## src/cdll_ram.sv

```systemverilog
module cdll_ram
#(
    parameter int WIDTH = 8,
    parameter int DEPTH = 256
)
(
    input  logic                     clk,
    input  logic                     we,
    input  logic [$clog2(DEPTH)-1:0] waddr,
    input  logic [WIDTH-1:0]         wdata,
    input  logic [$clog2(DEPTH)-1:0] raddr,
    output logic [WIDTH-1:0]         rdata
);

    logic [WIDTH-1:0] mem [DEPTH];

    always_ff @(posedge clk)
    begin
        if (we)
        begin
            mem[waddr] <= wdata;
        end
        rdata <= mem[raddr];
    end

endmodule
```

## config.mk

```make
export PLATFORM = sky130hd
export DESIGN_NAME = cdll_ram
export DESIGN_NICKNAME = d
export VERILOG_FILES = /design/src/cdll_ram.sv
export SDC_FILE = /design/constraint.sdc
export NUM_CORES = 2
export LEC_CHECK = 0
export BUFFER_PORTS_ARGS = -buffer_cell sky130_fd_sc_hd__buf_2
export CAP_MARGIN = 20
export CORE_AREA = 2 2 419 421
export CTS_CLUSTER_SIZE = 40
export DETAILED_ROUTE_END_ITERATION = 10
export DIE_AREA = 0 0 421 423
export SETUP_SLACK_MARGIN = 0.5
export SLEW_MARGIN = 5
export SYNTH_ARGS = -nofsm -noshare
export SYNTH_HDL_FRONTEND = slang
export SYNTH_SLANG_ARGS = --single-unit
```

## constraint.sdc

```tcl
create_clock -name clk -period 3.3 [get_ports clk]
set_input_delay 0.495 -clock clk [delete_from_list [all_inputs] [get_ports clk]]
set_output_delay 0.495 -clock clk [all_outputs]
set_load 0.1 [all_outputs]
```

### After elaboration in Yosys (flattened, before gate mapping)

Memory sizes are Yosys's and may differ from the RTL's. A register that Yosys moved wholly into a read port is not among the register bits.
Cells that the tools add are included.
W data, S select, Z words.

* bits in writable memories: 2048
* output and inout port bits: 8
* register bits after elaboration: 0
* word-level logic and storage cells: 3
* bits of input ports: 26
* memories: 1

* mux-type cells: 2

Memories
* mem: depth 256, bits a word 8, rd ports 1, clocked after Yosys merged registers in 1, write ports 1, line 15 `logic [WIDTH-1:0] mem [DEPTH];`

Operators with widths (number)
* $mux W1: 2

### Longest topological paths before layout

* word-level depth: 2
* mapped depth: 11

### Least setup slack after synthesis

No wires, ideal clock.

* kind: input to register
* start: input raddr[0]
* end: register rdata[2], read port of mem
* buffers on the path: 4
* cell stages on the path: 9
* setup slack: 867 ps
* data arrival time: 2302 ps
* cells stage by stage: buf_6 buf_12 buf_8 buf_2 mux4_2 a22oi_1 a21oi_1 nor4_1 nor4_2

RTL lines
* start, declared: line 11 `input logic [$clog2(DEPTH)-1:0] raddr,`
* end, declared: line 12 `output logic [WIDTH-1:0] rdata`

==> impl_metrics.xml <==
<?xml version="1.0" encoding="UTF-8"?>
<metrics>
  <group name="timing">
    <metric name="fin_tns_setup" unit="ns">0</metric>
    <metric name="fraction_of_the_cycle_the_final_worst_path_needs" unit="%">81.94</metric>
    <metric name="fin_ws" unit="ns">0.5959</metric>
    <metric name="tightest_slew" unit="ns">1.096</metric>
    <metric name="slew_viol_final" unit="">0</metric>
    <metric name="hold_violations" unit="">0</metric>
    <metric name="grt_setup_unrepaired" unit="">false</metric>
    <metric name="fmax" unit="MHz">369.8</metric>
    <metric name="min_period" unit="ns">2.704</metric>
    <metric name="clock-skew-final" unit="ns">0.03562</metric>
    <metric name="slew-limit-headroom" unit="%">26.66</metric>
    <metric name="finalSetupViolations" unit="">0</metric>
  </group>
  <group name="synth">
    <metric name="synth-seq-cells" unit="">2056</metric>
    <metric name="main_combinational_cell_family_by_area_after_synthesis" unit="">multiplexers</metric>
    <metric name="synthMuxAreaShare" unit="%">14.62</metric>
    <metric name="yosys.cell_types.count" unit="">55</metric>
    <metric name="mappedNetlistNets" unit="">3759</metric>
    <metric name="yosys_warnings" unit="">0</metric>
    <metric name="share_of_the_synthesized_area_in_compound_gates_ao_oa_aoi_oai" unit="%">3.419</metric>
    <metric name="yosysTopAreaCell" unit="">sky130_fd_sc_hd__edfxtp_1</metric>
    <metric name="synth-edff-count" unit="">2048</metric>
    <metric name="synth_largest_type_area_fraction" unit="%">77.30</metric>
    <metric name="yosysMostFrequentCell" unit="">sky130_fd_sc_hd__edfxtp_1</metric>
    <metric name="yosys.area_share.adder" unit="%">0</metric>
    <metric name="netlist_top_cells_area" unit="">sky130_fd_sc_hd__edfxtp_1 (77%), sky130_fd_sc_hd__mux4_2 (13%), sky130_fd_sc_hd__mux2i_1 (1.7%), sky130_fd_sc_hd__nor2_1 (1.3%), sky130_fd_sc_hd__a22oi_1 (1.3%)</metric>
    <metric name="synth-async-reset-ratio" unit="%">0</metric>
    <metric name="synth_xor_area_share" unit="%">0</metric>
    <metric name="seq_area_frac_synth" unit="%">77.50</metric>
    <metric name="dominantRegCellSynth" unit="">sky130_fd_sc_hd__edfxtp_1</metric>
    <metric name="synth.cell_area" unit="mm^2">0.07956</metric>
    <metric name="synth-simple-area-share" unit="%">2.628</metric>
    <metric name="post_synth.cell_area_avg" unit="um^2">21.31</metric>
    <metric name="post_synth_inst_count" unit="">3733</metric>
    <metric name="yosys-top-cells-count" unit="">sky130_fd_sc_hd__edfxtp_1 (2048), sky130_fd_sc_hd__mux4_2 (454), sky130_fd_sc_hd__nor2_1 (282)</metric>
  </group>
  <group name="detailed_routing">
    <metric name="antenna_violating_nets_post_route" unit="">0</metric>
    <metric name="drc" unit="">0</metric>
    <metric name="vias_per_cell" unit="">5.955</metric>
    <metric name="via_count" unit="">40127</metric>
    <metric name="route.detailed.wl_per_inst" unit="um">30.22</metric>
    <metric name="drt_wl_total" unit="mm">203.6</metric>
    <metric name="drt_pre_antenna_iters" unit="">6</metric>
    <metric name="initialDrtViolationCount" unit="">4655</metric>
  </group>
  <group name="global_route">
    <metric name="grt_first_pass_wirelength" unit="mm">292.1</metric>
    <metric name="via_count_of_the_first_global_routing_pass" unit="">40066</metric>
    <metric name="grt_antenna_before_repair" unit="">6</metric>
    <metric name="grt_max_degree" unit="">118</metric>
    <metric name="grt_overflow" unit="">0</metric>
    <metric name="gr-usage-all-layers" unit="%">22.83</metric>
  </group>
  <group name="setup_path">
    <metric name="cp_max_fo" unit="">1</metric>
    <metric name="timing.setup.critical_path_class" unit="">flop to flop</metric>
    <metric name="timing.critical_path.from_type" unit="">flop</metric>
    <metric name="timing.reg2reg.setup_slack" unit="ns">0.60</metric>
    <metric name="r2r-end" unit="">rdata[6]</metric>
    <metric name="r2r_cells" unit="">7</metric>
    <metric name="cell_by_cell_trace_of_the_critical_path" unit="">mux4_2 -&gt; a22o_1 -&gt; a221oi_2 -&gt; o32ai_2 -&gt; nor3_1 -&gt; buf_4 -&gt; nor4_2</metric>
    <metric name="worst_path_largest_cell_delay" unit="ns">0.67</metric>
    <metric name="critical-path-slowest-cell" unit="">sky130_fd_sc_hd__nor3_1</metric>
    <metric name="arrival" unit="ns">3.41</metric>
    <metric name="critical_path.reg2reg.startpoint" unit="">mem[82][6]</metric>
    <metric name="endpoint_kind" unit="">flop</metric>
    <metric name="endpoint_required_time_on_the_critical_path" unit="ns">4.01</metric>
  </group>
  <group name="worst_hold_path">
    <metric name="timing.hold.worst_endpoint" unit="">mem[16][3]</metric>
    <metric name="worstHoldPathType" unit="">input pin to flop</metric>
    <metric name="worst_hold_start" unit="">wdata[3]</metric>
    <metric name="cell_depth_of_the_worst_hold_path" unit="">1</metric>
  </group>
  <group name="clock_network">
    <metric name="library_cell_used_as_clock_root_buffer" unit="">sky130_fd_sc_hd__clkbuf_16</metric>
    <metric name="clockBufferDepth" unit="">3</metric>
    <metric name="cts_tree" unit="">yes</metric>
    <metric name="clkSinkCount" unit="">2056</metric>
    <metric name="worstSkewPairLatency" unit="ns">0.84</metric>
    <metric name="path_clk_slew" unit="ns">0.06</metric>
    <metric name="h-tree-depth" unit="">4</metric>
    <metric name="ctsHoldBuffers" unit="">0</metric>
    <metric name="cts_inserted_buffers" unit="">205</metric>
  </group>
  <group name="placed_design">
    <metric name="io_buffer_count" unit="">33</metric>
    <metric name="placedInstanceArea" unit="mm^2">0.08564</metric>
    <metric name="preCtsSetupSlack" unit="ns">-0.6009</metric>
    <metric name="dp_hpwl" unit="mm">129.7</metric>
    <metric name="place.detailed.instances" unit="">6362</metric>
    <metric name="gp_congestion" unit="">0.8154</metric>
  </group>
  <group name="final_layout">
    <metric name="seq_area" unit="mm^2">0.06166</metric>
    <metric name="multiInputGateArea" unit="mm^2">0.01651</metric>
    <metric name="stdcell_area" unit="mm^2">0.09212</metric>
    <metric name="layout.cells.non_filler" unit="">6738</metric>
    <metric name="layout-drive-gt1-share" unit="%">29.16</metric>
    <metric name="design.final.nets" unit="">4270</metric>
    <metric name="insertedDiodeCount" unit="">0</metric>
    <metric name="n_fill_cell" unit="">13356</metric>
    <metric name="syn_to_final_growth" unit="%">15.80</metric>
  </group>
  <group name="power_and_ir_drop">
    <metric name="power.density" unit="mW/mm^2">590.1</metric>
    <metric name="ir_drop_worst_case_vdd" unit="uV">582.4</metric>
    <metric name="power" unit="W">0.05436</metric>
    <metric name="power_leakage" unit="nW">29.34</metric>
  </group>
  <group name="job">
    <metric name="maxCapViolations" unit="">0</metric>
  </group>
  <group name="floorplan">
    <metric name="rows" unit="">153</metric>
    <metric name="floorplan.io_pins" unit="">34</metric>
    <metric name="fp.dieW" unit="um">421</metric>
    <metric name="die-height" unit="um">423</metric>
    <metric name="starting_density_of_the_core" unit="%">45.92</metric>
    <metric name="fp.dieArea" unit="mm^2">0.1781</metric>
    <metric name="design.core.area" unit="mm^2">0.1732</metric>
  </group>
  <group name="status">
    <metric name="run_status" unit="">finished clean</metric>
  </group>
</metrics>
-- critical path: cells and delay by family (launching register included) --
kind / cells / cell delay, ns
compound gates: 3 / 0.78
buf+inv: 1 / 0.23
flops: 1 / 0.36
simple gates: 2 / 0.71
mux: 1 / 0.48
-- cell families after synthesis --
logic type / count (synthesis)
buf+inv: 235
mux: 591
simple gates: 466
compound gates: 385
flops: 2056
-- layout make-up --
| type | count | area share, % |
|---|---|---|
| repair buffers | 537 | 4.957 |
| inverters | 2 | 0.008149 |
| multi-input cells | 1442 | 17.92 |
| flip-flops and latches | 2056 | 66.93 |
| well taps | 2325 | 3.158 |
| clock inverters | 111 | 1.168 |
| clock buffers | 265 | 5.859 |
-- cell usage in the layout (no fill, tap or decap), types with 31 or more instances in the layout --
cell                           n
sky130_fd_sc_hd__a21oi_1      96
sky130_fd_sc_hd__a22oi_1     133
sky130_fd_sc_hd__buf_12       41
sky130_fd_sc_hd__buf_4       465
sky130_fd_sc_hd__clkbuf_1     58
sky130_fd_sc_hd__clkbuf_16   207
sky130_fd_sc_hd__clkinv_1     47
sky130_fd_sc_hd__edfxtp_1   2048
sky130_fd_sc_hd__mux2i_1     134
sky130_fd_sc_hd__mux4_2      454
sky130_fd_sc_hd__nand2_1      33
sky130_fd_sc_hd__nand3_1      31
sky130_fd_sc_hd__nor2_1      279
sky130_fd_sc_hd__o221ai_1     46
-- timing repair --
action	4_1_cts	5_1_grt
endpoints found under the setup margin	1	0
setup buffers	0	0
gates resized for setup	1	0
-- through the flow --
stage,hold slack (ns),utilization (%)
finish,0.07338,53.18
global route,0.04722,53.18
CTS,0.03243,53.18
detailed placement,0.9270,49.43
global placement,0.9188,49.43
floorplan,0.5939,-
-- registers in the layout, indices dropped and copies added (netlist names) --
name and cells:
mem 2048, rdata 8
-- per-layer routing --
metal / up-vias / wire length (um) / share of wire, % / global-route usage [%]
met5: - / 12 / 0.0059 / 0
li1: 16733 / - / - / -
met1: 21507 / 85060 / 42 / 33.01
met4: 2 / 4039 / 2.0 / 5.102
met2: 1634 / 99050 / 49 / 36.48
met3: 251 / 15460 / 7.6 / 4.156
-- worst max-delay path by stage --
stage          depth (start not counted)        start        to  slack [ns]
2_1_floorplan                          9     raddr[0]  rdata[2]        0.87
3_3_place_gp                           9     raddr[0]  rdata[0]       -0.52
3_5_place_dp                           9     raddr[0]  rdata[0]       -0.60
4_1_cts                                7   mem[82][6]  rdata[6]        0.57
5_1_grt                                8  mem[211][3]  rdata[3]        0.53
6_report                               7   mem[82][6]  rdata[6]        0.60
-- power breakdown --
group          switching (W)  internal (W)  total [W]  leakage [nW]
Sequential         0.0000499        0.0288     0.0288          18.5
Combinational        0.00192       0.00105    0.00297          7.73
Clock                0.00986        0.0127     0.0226          3.14
Total                 0.0118        0.0425     0.0544          29.3
Power figures use the tool's default switching activity.
